[src/rtl/tsl_pkg.sv]
`timescale 1ns / 1ps
// tsl_pkg: shared types and constants for the strip-to-list converter
// no dependencies

package tsl_pkg;

  localparam int INDEX_BITS_DEF  = 32;
  localparam int QUEUE_DEPTH_DEF = 2;
  localparam int NARROW_BITS     = 16;
  localparam int FIELD_BITS      = 32;

  // one list triangle as it travels from front to back
  typedef struct packed {
    logic [FIELD_BITS-1:0] first_vertex;
    logic [FIELD_BITS-1:0] second_vertex;
    logic [FIELD_BITS-1:0] third_vertex;
    logic [FIELD_BITS-1:0] triangles_emitted;
  } tri_t;

  // front to queue push request
  typedef struct packed {
    logic valid;
    tri_t data;
  } push_t;

endpackage

[src/rtl/tsl_front.sv]
`timescale 1ns / 1ps
// tsl_front: accepts strip indices, tracks strip state and forms list triangles
// depends on tsl_pkg

module tsl_front #(
  parameter int INDEX_BITS = tsl_pkg::INDEX_BITS_DEF
) (
  input  logic                         clk,
  input  logic                         rst,
  input  logic                         cfg_we,
  input  logic                         cfg_wdata,
  input  logic                         in_valid,
  output logic                         in_stall,
  input  logic [tsl_pkg::FIELD_BITS-1:0] vertex_index,
  input  logic                         strip_begin,
  input  logic                         q_full,
  output tsl_pkg::push_t               push
);

  localparam logic [INDEX_BITS-1:0] NARROW_MASK =
    INDEX_BITS'({tsl_pkg::NARROW_BITS{1'b1}});

  logic                              wide_indices;
  logic [INDEX_BITS-1:0]             older_index;
  logic [INDEX_BITS-1:0]             newer_index;
  logic [1:0]                        indices_seen;
  logic                              odd_triangle;
  logic [tsl_pkg::FIELD_BITS-1:0]    emitted_count;

  logic                              accept;
  logic [INDEX_BITS-1:0]             cur;
  logic [1:0]                        seen_eff;
  logic                              odd_eff;
  logic [tsl_pkg::FIELD_BITS-1:0]    cnt_eff;
  logic                              closes;
  logic                              degenerate;
  logic [tsl_pkg::FIELD_BITS-1:0]    cnt_inc;

  assign in_stall = q_full;
  assign accept   = in_valid && !in_stall;

  always_comb begin
    cur = vertex_index[INDEX_BITS-1:0];
    if (!wide_indices) begin
      cur = cur & NARROW_MASK;
    end
    // a begin flag restarts the strip before this index is taken
    seen_eff   = strip_begin ? 2'd0 : indices_seen;
    odd_eff    = strip_begin ? 1'b0 : odd_triangle;
    cnt_eff    = strip_begin ? '0 : emitted_count;
    closes     = (seen_eff == 2'd2);
    degenerate = (older_index == newer_index) || (newer_index == cur) ||
                 (older_index == cur);
    cnt_inc    = cnt_eff + 1'b1;
  end

  always_comb begin
    push.valid                  = accept && closes && !degenerate;
    push.data.first_vertex      = odd_eff ? tsl_pkg::FIELD_BITS'(newer_index)
                                          : tsl_pkg::FIELD_BITS'(older_index);
    push.data.second_vertex     = odd_eff ? tsl_pkg::FIELD_BITS'(older_index)
                                          : tsl_pkg::FIELD_BITS'(newer_index);
    push.data.third_vertex      = tsl_pkg::FIELD_BITS'(cur);
    push.data.triangles_emitted = cnt_inc;
  end

  always_ff @(posedge clk) begin
    if (rst) begin
      wide_indices  <= 1'b0;
      older_index   <= '0;
      newer_index   <= '0;
      indices_seen  <= 2'd0;
      odd_triangle  <= 1'b0;
      emitted_count <= '0;
    end else begin
      if (cfg_we) begin
        wide_indices <= cfg_wdata;
      end
      if (accept) begin
        older_index <= newer_index;
        newer_index <= cur;
        if (!closes) begin
          indices_seen  <= seen_eff + 2'd1;
          odd_triangle  <= odd_eff;
          emitted_count <= cnt_eff;
        end else begin
          // dropped triangles still flip the parity
          indices_seen  <= seen_eff;
          odd_triangle  <= !odd_eff;
          emitted_count <= degenerate ? cnt_eff : cnt_inc;
        end
      end
    end
  end

  a_no_degenerate: assert property (@(posedge clk) disable iff (rst)
    push.valid |-> (push.data.first_vertex != push.data.second_vertex) &&
                   (push.data.second_vertex != push.data.third_vertex) &&
                   (push.data.first_vertex != push.data.third_vertex))
    else $error("degenerate triangle pushed");

  a_begin_restarts: assert property (@(posedge clk) disable iff (rst)
    (accept && strip_begin) |=> (indices_seen == 2'd1) && (emitted_count == '0))
    else $error("strip begin did not restart state");

endmodule

[src/rtl/tsl_queue.sv]
`timescale 1ns / 1ps
// tsl_queue: small fifo of list triangles between front and back
// depends on tsl_pkg

module tsl_queue #(
  parameter int QUEUE_DEPTH = tsl_pkg::QUEUE_DEPTH_DEF
) (
  input  logic           clk,
  input  logic           rst,
  input  tsl_pkg::push_t push,
  input  logic           pop,
  output logic           full,
  output logic           q_valid,
  output tsl_pkg::tri_t  q_data
);

  localparam int PTR_W = (QUEUE_DEPTH > 1) ? $clog2(QUEUE_DEPTH) : 1;
  localparam int CNT_W = $clog2(QUEUE_DEPTH + 1);
  localparam logic [PTR_W-1:0] PTR_LAST = PTR_W'(QUEUE_DEPTH - 1);

  tsl_pkg::tri_t    mem [QUEUE_DEPTH];
  logic [PTR_W-1:0] wr_ptr;
  logic [PTR_W-1:0] rd_ptr;
  logic [CNT_W-1:0] count;
  logic             do_pop;

  assign full    = (count == CNT_W'(QUEUE_DEPTH));
  assign q_valid = (count != '0);
  assign q_data  = mem[rd_ptr];
  assign do_pop  = pop && q_valid;

  always_ff @(posedge clk) begin
    if (push.valid) begin
      mem[wr_ptr] <= push.data;
    end
  end

  always_ff @(posedge clk) begin
    if (rst) begin
      wr_ptr <= '0;
      rd_ptr <= '0;
      count  <= '0;
    end else begin
      // pointers wrap at the depth, which need not be a power of two
      if (push.valid) begin
        wr_ptr <= (wr_ptr == PTR_LAST) ? '0 : wr_ptr + 1'b1;
      end
      if (do_pop) begin
        rd_ptr <= (rd_ptr == PTR_LAST) ? '0 : rd_ptr + 1'b1;
      end
      if (push.valid && !do_pop) begin
        count <= count + 1'b1;
      end else if (!push.valid && do_pop) begin
        count <= count - 1'b1;
      end
    end
  end

  a_no_overflow: assert property (@(posedge clk) disable iff (rst)
    push.valid |-> !full)
    else $error("push into full queue");

  a_count_bound: assert property (@(posedge clk) disable iff (rst)
    count <= CNT_W'(QUEUE_DEPTH))
    else $error("queue count out of range");

  a_pop_nonempty: assert property (@(posedge clk) disable iff (rst)
    pop |-> q_valid)
    else $error("pop from empty queue");

endmodule

[src/rtl/tsl_back.sv]
`timescale 1ns / 1ps
// tsl_back: output register that drains the triangle queue onto the result port
// depends on tsl_pkg

module tsl_back (
  input  logic                           clk,
  input  logic                           rst,
  input  logic                           q_valid,
  input  tsl_pkg::tri_t                  q_data,
  output logic                           pop,
  output logic                           out_valid,
  input  logic                           out_stall,
  output logic [tsl_pkg::FIELD_BITS-1:0] first_vertex,
  output logic [tsl_pkg::FIELD_BITS-1:0] second_vertex,
  output logic [tsl_pkg::FIELD_BITS-1:0] third_vertex,
  output logic [tsl_pkg::FIELD_BITS-1:0] triangles_emitted
);

  tsl_pkg::tri_t held;

  // load when the register is empty or its transfer completes this cycle
  assign pop = q_valid && (!out_valid || !out_stall);

  always_ff @(posedge clk) begin
    if (rst) begin
      out_valid <= 1'b0;
    end else if (pop) begin
      out_valid <= 1'b1;
    end else if (!out_stall) begin
      out_valid <= 1'b0;
    end
  end

  always_ff @(posedge clk) begin
    if (pop) begin
      held <= q_data;
    end
  end

  assign first_vertex      = held.first_vertex;
  assign second_vertex     = held.second_vertex;
  assign third_vertex      = held.third_vertex;
  assign triangles_emitted = held.triangles_emitted;

endmodule

[src/rtl/triangle_strip_to_list_top.sv]
`timescale 1ns / 1ps
// path: the triangle of a closing index is written into the queue when the index is accepted,
// then loaded into the output register once that register is empty or its transfer completes
// throughput: one index per cycle; in_stall rises only while the triangle queue is full
// reset: synchronous, clears strip state, selects 16-bit indices, empties queue and output
// depends on tsl_pkg, tsl_front, tsl_queue, tsl_back

module triangle_strip_to_list_top #(
  parameter int INDEX_BITS  = tsl_pkg::INDEX_BITS_DEF,
  parameter int QUEUE_DEPTH = tsl_pkg::QUEUE_DEPTH_DEF
) (
  input  logic                           clk,
  input  logic                           rst,
  input  logic                           cfg_we,
  input  logic                           cfg_wdata,
  input  logic                           in_valid,
  output logic                           in_stall,
  input  logic [tsl_pkg::FIELD_BITS-1:0] vertex_index,
  input  logic                           strip_begin,
  output logic                           out_valid,
  input  logic                           out_stall,
  output logic [tsl_pkg::FIELD_BITS-1:0] first_vertex,
  output logic [tsl_pkg::FIELD_BITS-1:0] second_vertex,
  output logic [tsl_pkg::FIELD_BITS-1:0] third_vertex,
  output logic [tsl_pkg::FIELD_BITS-1:0] triangles_emitted
);

  tsl_pkg::push_t push;
  tsl_pkg::tri_t  q_data;
  logic           q_full;
  logic           q_valid;
  logic           pop;

  tsl_front #(
    .INDEX_BITS(INDEX_BITS)
  ) u_front (
    .clk          (clk),
    .rst          (rst),
    .cfg_we       (cfg_we),
    .cfg_wdata    (cfg_wdata),
    .in_valid     (in_valid),
    .in_stall     (in_stall),
    .vertex_index (vertex_index),
    .strip_begin  (strip_begin),
    .q_full       (q_full),
    .push         (push)
  );

  tsl_queue #(
    .QUEUE_DEPTH(QUEUE_DEPTH)
  ) u_queue (
    .clk     (clk),
    .rst     (rst),
    .push    (push),
    .pop     (pop),
    .full    (q_full),
    .q_valid (q_valid),
    .q_data  (q_data)
  );

  tsl_back u_back (
    .clk               (clk),
    .rst               (rst),
    .q_valid           (q_valid),
    .q_data            (q_data),
    .pop               (pop),
    .out_valid         (out_valid),
    .out_stall         (out_stall),
    .first_vertex      (first_vertex),
    .second_vertex     (second_vertex),
    .third_vertex      (third_vertex),
    .triangles_emitted (triangles_emitted)
  );

endmodule
[config.mk]
export PLATFORM = sky130hd
export DESIGN_NAME = triangle_strip_to_list_top
export DESIGN_NICKNAME = d
export VERILOG_FILES = /design/src/rtl/tsl_pkg.sv /design/src/rtl/tsl_front.sv /design/src/rtl/tsl_queue.sv /design/src/rtl/tsl_back.sv /design/src/rtl/triangle_strip_to_list_top.sv
export SDC_FILE = /design/constraint.sdc
export NUM_CORES = 1
export LEC_CHECK = 0
export ABC_AREA = 1
export BUFFER_PORTS_ARGS = -buffer_cell sky130_fd_sc_hd__buf_2
export CORE_ASPECT_RATIO = 1.75
export CORE_MARGIN = 1
export CORE_UTILIZATION = 55
export DETAILED_ROUTE_END_ITERATION = 10
export MAX_ROUTING_LAYER = met4
export PLACE_DENSITY = 0.74
export SLEW_MARGIN = 20
export SYNTH_ARGS = -nofsm -noshare
export SYNTH_HDL_FRONTEND = slang
export SYNTH_SLANG_ARGS = --single-unit
[constraint.sdc]
create_clock -name clk -period 21.8 [get_ports clk]
set_clock_uncertainty 0.15 [all_clocks]
set_input_delay 0 -clock clk [delete_from_list [all_inputs] [get_ports clk]]
set_output_delay 0 -clock clk [all_outputs]
set_load 0.03 [all_outputs]
* Word-level counts from Yosys, hierarchy flattened
Memories as Yosys holds them, arrays and structs flattened. A register that Yosys moved wholly into a read port is not among the register bits.
Index checks and enable logic that the tools add are counted.
** Storage, ports and cells
- Flip-flop bits (word level) :: 105
- Memory bits (writable) :: 256
- Input bits :: 39
- Output and inout bits :: 130
- Logic and storage cells :: 60
- Memories :: 1
** Memory list
- u_queue.mem :: words 2, bits a word 128, rd ports 1, clocked after Yosys merged registers in 1, write ports 1, line tsl_queue.sv:21 : tsl_pkg::tri_t mem [QUEUE_DEPTH];
** Cells by class
- Add/subtract/negate cells :: 6
- Eq/ne operators :: 6
- Mux-type cells :: 18
- Reduce and logical (&&, ||, !) cells :: 19
** Operator list (number)
- $mux W32 :: 6
- $eq A32 B32 Y1 :: 3
- $add A32 B1 Y32 const B :: 1
- $mux W1 :: 8
- $mux W2 :: 4
- $logic_and A1 B1 Y1 :: 7
- $logic_not A1 Y1 :: 7
- $add A2 B1 Y2 const B :: 2
- $eq A2 B2 Y1 const B :: 2
- $reduce_bool A2 Y1 :: 2
- $logic_or A1 B1 Y1 :: 3
- $add A1 B1 Y1 const B :: 2
- $ne A2 B1 Y1 const B :: 1
- $sub A2 B1 Y2 const B :: 1

* Logic depth before layout (Yosys ltp)
Gate-level depths: netlist (run 1).
- Depth in word-level cells :: 10
- Depth in mapped cells :: 20
- Mapped depth without buffers :: 16

* By module
From an unflattened synthesis (run 1), not the netlist that was laid out.
** Second synthesis, totals
- Cell total of the unflattened synthesis :: 1929
- Area total of the unflattened synthesis :: 21091.5 um2
** By module, submodules not included
- tsl_queue :: instances 1, cells an instance 433, area an instance 9537.9 um2, seq. area each 7787.5 um2
- tsl_front :: instances 1, cells an instance 1363, area an instance 7668.6 um2, seq. area each 2001.9 um2
- tsl_back :: instances 1, cells an instance 133, area an instance 3885.0 um2, seq. area each 3863.7 um2

* Least setup slack after synthesis (run 1)
Ideal clock, no wire load.
- Path kind :: reg-to-reg
- Start point :: reg u_front.wide_indices
- End point :: mem u_queue.mem[1][0] in the netlist's numbering, enable pin
- Library setup time :: 618 ps
- Data arrival time :: 6670 ps
- Required time :: 21032 ps
- Setup slack :: 14362 ps
- Stages on the path, launching flop included :: 13
- Buffers on the path :: 2
- Clock period less this slack :: 7438 ps
- Path through :: dfxtp_1 buf_6 buf_2 nand3_1 nand2_1 nor2_1 nand2_1 nor2_1 nand2_1 nor2_2 nor2_4 nand3_1 nor2_1
** On the way
- Cells in the longest elaborated chain, start to end :: 8
- Elaborated cells between the ends (all ways) :: 9
- Those cells by class :: eq/ne (2); mux (3); reduce/logical (4)
** Ends and longest elaborated chain
- start: declaration :: line tsl_front.sv:23 : logic wide_indices;
- start signal: assignment :: line tsl_front.sv:77 : wide_indices <= cfg_wdata;
- $mux W32 (*) :: line tsl_front.sv:44 : if (!wide_indices) begin
- $eq A32 B32 Y1 :: line tsl_front.sv:52 : degenerate = (older_index == newer_index) || (newer_index == cur) ||
- $logic_or A1 B1 Y1 :: line tsl_front.sv:52
- $logic_or A1 B1 Y1 (*) :: line tsl_front.sv:52
- $logic_not A1 Y1 (*) :: line tsl_front.sv:58 : push.valid = accept && closes && !degenerate;
- $logic_and A1 B1 Y1 (*) :: line tsl_front.sv:58
- $mux W1 (*) :: line tsl_queue.sv:33 : if (push.valid) begin
- $mux W1 (implied by the code) (*) :: line tsl_queue.sv:34 : mem[wr_ptr] <= push.data;
- end: declaration :: line tsl_queue.sv:21
Every way passes the cells marked *; elsewhere a longest branch is shown, timed or not.

==> results of run 1 <==
## sequential cells by signal, indices dropped and copies added (netlist names), 2 cells and up
name and cells:
u_queue.mem 256, u_back.first_vertex 32, u_back.second_vertex 32, u_back.third_vertex 32
u_back.triangles_emitted 32, u_front.emitted_count 32, u_front.newer_index 32, u_front.older_index 32
u_front.indices_seen 2, u_queue.count 2
## critical path: cells and delay by family, from the launching register on
kind	cells	cell delay (ns)
buffers and inverters	5	1.99
and+or+nand+nor	11	1.83
DFF	1	0.32
## through the flow
stage                     cell area [sq um]  power [W]  instances  utilization
after floorplan                       21500    0.00195       2317            -
after CTS                             24500    0.00300       3012        0.639
after global routing                  24600    0.00312       3014        0.640
after global placement                22700    0.00219       2895        0.590
final                                 24600    0.00298       3014        0.640
after detailed placement              22700    0.00221       2895        0.590
## worst paths after layout
kind | from | endpoint
setup / recovery | u_front.wide_indices$_SDFFE_PP0P_ | u_queue.mem[1][72]$_DFFE_PP_
hold / removal | vertex_index[9] | u_queue.mem[1][41]$_DFFE_PP_
setup reg to reg | u_front.wide_indices$_SDFFE_PP0P_ | u_queue.mem[1][72]$_DFFE_PP_
hold reg to reg | u_front.emitted_count[11]$_SDFFE_PP0P_ | u_front.emitted_count[11]$_SDFFE_PP0P_
## where the power goes
part | leakage (nW) | internal (W) | switching, W
combinational | 4.98 | 0.000207 | 0.000650
sequential | 4.45 | 0.00125 | 0.0000907
clock | 0.708 | 0.000455 | 0.000335
total | 10.1 | 0.00191 | 0.00107
## kinds of logic after synthesis
group,share of synthesized area
fa+ha+maj,0.00233
flops,0.635
buf+inv,0.0561
xor+xnor,0.0147
compound gates,0.0658
simple gates,0.226
## what timing repair did
| item | CTS | global route |
|---|---|---|
| resized for setup | 0 | 0 |
| hold buffers | 39 | 0 |
| endpoints found under the hold margin | 120 | 0 |
## routing by layer
metal / global-route usage / vias up / share of wire
met5: - / - / 0
met4: 0.150 / 0 / 0.059
met3: 0.0263 / 143 / 0.045
met2: 0.473 / 481 / 0.54
met1: 0.287 / 7486 / 0.36
li1: - / 7874 / -
## layout make-up
class,instances,area [sq um],area share
Sequential cell,489,13600,0.555
Multi-Input combinational cell,1528,6680,0.272
Timing Repair Buffer,223,1370,0.0557
Clock buffer,54,1210,0.0493
Inverter,210,795,0.0324
Tap cell,485,607,0.0247
Clock inverter,24,259,0.0105
Antenna cell,1,2.50,0.000102
## cell usage in the layout, fill, tap and decap left out, drive strengths merged
cell,n
nand3b,8
clkinv,15
dfxtp,105
clkinvlp,6
xor2,19
o21ai,141
diode,1
nand2,916
o21bai,19
ha,4
inv,208
nand4,8
and2,2
nor2,183
bufinv,5
xnor2,17
nor3,5
edfxtp,384
dlygate4sd3,39
buf,184
nand3,99
clkbuf,54
a21oi,107
==> run summary, run 1 <==
outcome = completed
Post-Syn Area per Cell = 9.27 sq um
VDD IR-drop max = 79.1 uV
WS Path Type = reg -> reg
post-route minimum period = 4.79 ns
postcts setup bufs = 0
pin count of the biggest net entering global routing = 129
Worst Path Arrival = 4.82 ns
Final Max Slew Viols = 0
Rel. slew slack = 0.267
most numerous cell in the Yosys netlist = nand2_1
setup violators final = 0
Worst Setup End Kind = register
Remaining Overflow, GRT = 0
pwr dens = 121 nW/um^2
Yosys cell types = 33
fin nets = 2537
Port Buffers = 168
CTS H-Tree Depth = 2
DR pass1 iterations = 6
CTS tree = done
Syn Std Cell Area = 21500 sq um
Max Cap Viol = 0
share of cells above drive strength 1 = 0.120
hold path cells = 2
DIE HEIGHT = 263 um
number of cell rows = 95
Initial Util = 0.560
final setup margin = 17.01 ns
crit-path cells = buf_4 -> nand2_1 -> inv_1 -> nand2_1 -> nand2_1 -> nor2_1 -> nand2_1 -> nor2_1 -> nand2_1 -> nor2_2 -> nor2_4 -> nand3_1 -> nor2_4 -> buf_12 -> buf_4 -> buf_4
synth top area cells = edfxtp_1, nand2_1, dfxtp_1
vias in the first global route = 15400
DP Wirelength = 34000 um
startpoint types = register
pre-CTS WS = 16.44 ns
RD Place Congestion = 0.944
CP max stage delay = 0.65 ns
number of routed nets with antenna violations = 0
P&R area growth vs syn = 14.3%
CTS Buffer Depth = 3
slowest cell on the critical path = buf_4
Core ar. = 38400 sq um
crit-path max FO = 52
Ports = 169
clock-pin slew on the worst setup and hold paths = 0.07 ns
first-pass GRT wire length = 79100 um
Die Area = 39900 sq um
Post-Synthesis Cells = 2317
Critical Path RT = 21.84 ns
FF-to-FF setup slack = 17.01 ns
RSZ-0062 raised after global routing = false
Routed WL = 51000 um
CTS Sinks = 489
post-synth top area share = 0.537
final hold violations = 0
Clock Latency Late Sink = 0.56 ns
Crit path top cell by count = nand2_1
setup_tns = 0 ns
sequential share of the synthesized area = 0.635
Worst-Margin Slew = 1.10 ns
vias = 16000
via-per-instance ratio = 5.30
most frequent cells after synthesis = nand2_1, edfxtp_1, inv_1
overall routing resource usage = 0.267
syn nets = 2360
Lkg Pwr = 10.1 nW
antenna violations before repair = 1
Root Driver = clkbuf_16
CTS Buf Count = 42
chip width = 151 um
initial DRC count = 1139
drt drc = 0
worst min-delay path category = in -> reg
Hold WS = 0.111 ns
Final Cycle Share = 0.220
ys async rst share = 0
Yosys reg bits = 489
Synth area leader = edfxtp_1
synth warn = 0
Post-synth EDFFs = 384
Max Fclk = 209 MHz
Main synth FF type = edfxtp_1
# fillers = 3053
R2R cell count = 16
Routed WL per cell = 16.9 um
Power figures use the tool's default switching activity.
==> run 2: changes to the inputs <==
--- a/config.mk
+++ b/config.mk
@@ -9,10 +9,10 @@
 export BUFFER_PORTS_ARGS = -buffer_cell sky130_fd_sc_hd__buf_2
 export CORE_ASPECT_RATIO = 1.75
 export CORE_MARGIN = 1
-export CORE_UTILIZATION = 55
+export CORE_UTILIZATION = 54
 export DETAILED_ROUTE_END_ITERATION = 10
 export MAX_ROUTING_LAYER = met4
-export PLACE_DENSITY = 0.74
+export PLACE_DENSITY = 0.76
 export SLEW_MARGIN = 20
 export SYNTH_ARGS = -nofsm -noshare
 export SYNTH_HDL_FRONTEND = slang
==> constraint.sdc (replaced) <==
create_clock -name clk -period 4.3 [get_ports clk]
set_clock_uncertainty 0.15 [all_clocks]
set_input_delay 0 -clock clk [delete_from_list [all_inputs] [get_ports clk]]
set_output_delay 0 -clock clk [all_outputs]
set_load 0.03 [all_outputs]
==> run 2 against run 1 <==
The flow now finishes with violations (design-rule violations). Count of clock-buffer cells in the layout shrank 2. Wire length grew 2.3%. Core utilization shrank 1.1 points. Via count grew 0.45%. Maximum frequency grew 23%. Sequential cell count is the same. Hold slack lost 0.0020 ns. Critical path depth shrank 2. Sequential share of layout area shrank 0.11 points. Register-to-register slack lost 17 ns. First-iteration DRC count grew 5.9%. Critical endpoint is now u_queue.mem[1][95]$_DFFE_PP_. Largest power group unchanged. Highest routed layer unchanged.
==> run summary, run 2 (same netlist as run 1, synthesis figures left out) <==
Clock Power Share = 0.260
RD Place Congestion = 0.975
worst min-delay path category = in -> reg
Routed WL per cell = 17.3 um
P&R area growth vs syn = 14.5%
Biggest register = u_queue.mem
most common cell after layout, fill and taps aside = nand2_1
placed cell count = 2903
pre-CTS WS = 0.525 ns
Max Cap Viol = 0
Port Buffers = 168
Worst-Margin Slew = 0.950 ns
first-pass GRT wire length = 81000 um
RSZ-0062 raised after global routing = false
Rel. slew slack = 0.366
final setup margin = 0.420 ns
switching share of power = 0.363
fin area = 24600 sq um
Lkg Pwr = 10.1 nW
combinational fraction of design power = 0.295
Crit path top cell by count = nand2_1
setup violators final = 0
most frequent cells in the layout = nand2_1, edfxtp_1, inv_1
slowest cell on the critical path = dfxtp_1
vias in the first global route = 15400
FF-to-FF setup slack = 0.42 ns
antenna violations before repair = 2
DR pass1 iterations = 10
crit-path max FO = 76
pin count of the biggest net entering global routing = 126
WS Path Type = reg -> reg
Flop pwr share = 0.445
CTS Buf Count = 42
CTS tree = done
failing checks = design-rule violations
Ports = 169
via-per-instance ratio = 5.31
Critical Path RT = 4.34 ns
initial DRC count = 1206
FF-to-FF End = u_queue.mem[1][95]$_DFFE_PP_
startpoint types = register
switching power = 0.00550 W
r2r startpoint = u_front.wide_indices$_SDFFE_PP0P_
Core ar. = 39200 sq um
Initial Util = 0.549
Max Fclk = 258 MHz
CTS H-Tree Depth = 2
max reg flops = 256
Worst Path Arrival = 3.92 ns
vias = 16100
Root Driver = clkbuf_16
DIE HEIGHT = 266 um
CTS Buffer Depth = 3
Routed WL = 52100 um
chip width = 153 um
Area after DPL = 22800 sq um
share of cells above drive strength 1 = 0.118
HP Start = vertex_index[10]
Clock Latency Late Sink = 0.55 ns
CTS Sinks = 489
VDD IR-drop max = 558 uV
drt drc = 4
clock-pin slew on the worst setup and hold paths = 0.07 ns
fin nets = 2539
Worst Hold Path EP = u_queue.mem[0][42]$_DFFE_PP_
post-route minimum period = 3.88 ns
crit-path cells = buf_4 -> nand2_2 -> inv_2 -> nand2_1 -> nand2_1 -> nor2_1 -> nand2_1 -> nor2_1 -> nand2_1 -> nor2_2 -> nor2_4 -> nand3_1 -> nor2_4 -> buf_12
overall routing resource usage = 0.267
number of routed nets with antenna violations = 0
pwr dens = 615 nW/um^2
number of cell rows = 96
Remaining Overflow, GRT = 0
setup_tns = 0 ns
hold path cells = 2
Total Power = 0.0151 W
DP Wirelength = 35300 um
CP max stage delay = 0.90 ns
Worst Setup End Kind = register
P_int = 0.00964 W
outcome = finished with violations
fin cells = 3022
Die Area = 40600 sq um
Final Cycle Share = 0.902
Final Max Slew Viols = 0
final hold violations = 0
R2R cell count = 14
## run 2: what timing repair did
| action | 4_1_cts | 5_1_grt |
|---|---|---|
| hold buffers | 38 | 0 |
| hold endpoints to repair | 121 | 0 |
| resized for setup | 0 | 0 |
| setup buffers | 0 | 0 |
## run 2: how the worst max path moves through the flow
stage / from / end / slack (ns) / depth (start not counted)
5_1_grt: u_front.wide_indices$_SDFFE_PP0P_ / u_queue.mem[1][69]$_DFFE_PP_ / 0.23 / 14
4_1_cts: u_front.wide_indices$_SDFFE_PP0P_ / u_queue.mem[0][73]$_DFFE_PP_ / 0.51 / 14
6_report: u_front.wide_indices$_SDFFE_PP0P_ / u_queue.mem[1][95]$_DFFE_PP_ / 0.42 / 14
3_5_place_dp: u_front.wide_indices$_SDFFE_PP0P_ / u_queue.mem[0][41]$_DFFE_PP_ / 0.53 / 14
3_3_place_gp: u_front.wide_indices$_SDFFE_PP0P_ / u_queue.mem[1][71]$_DFFE_PP_ / 0.62 / 14
2_1_floorplan: u_front.wide_indices$_SDFFE_PP0P_ / u_queue.mem[1][0]$_DFFE_PP_ / -0.99 / 12
## run 2: metal layers
metal | up-vias | track usage | wire length [um]
met4 | 0 | 0.175 | 3520
met1 | 7465 | 0.269 | 18200
met2 | 537 | 0.491 | 28100
met3 | 173 | 0.0262 | 2330
met5 | - | - | 0
li1 | 7881 | - | -
## run 2: through the flow
step / hold WS, ns / utilization
floorplan: -0.0558 / -
global placement: 0.0870 / 0.581
detailed placement: 0.0824 / 0.581
CTS: 0.0854 / 0.628
global route: 0.101 / 0.628
finish: 0.109 / 0.628
## run 2: power by group through the flow
stage	registers [W]	clock network, W	logic, W
floorplan	0.00801	0	0.00188
global placement	0.00682	0	0.00430
detailed placement	0.00684	0	0.00441
CTS	0.00674	0.00398	0.00446
global route	0.00682	0.00415	0.00485
finish	0.00673	0.00393	0.00447
## run 2: cell type report
type                    count  area [sq um]
clock inverters            26           269
clock buffers              52          1160
multi-input cells        1528          6680
flip-flops and latches    489         13600
inverters                 210           795
fillers                  3133         14600
well taps                 490           613
diodes                      2          5.00
repair buffers            225          1450
## run 2: critical path, delay by kind of cell, from the launching register on
kind                   cells  cell delay (ns)
DFF                        1             0.90
and+or+nand+nor           11             1.52
buffers and inverters      3             0.80
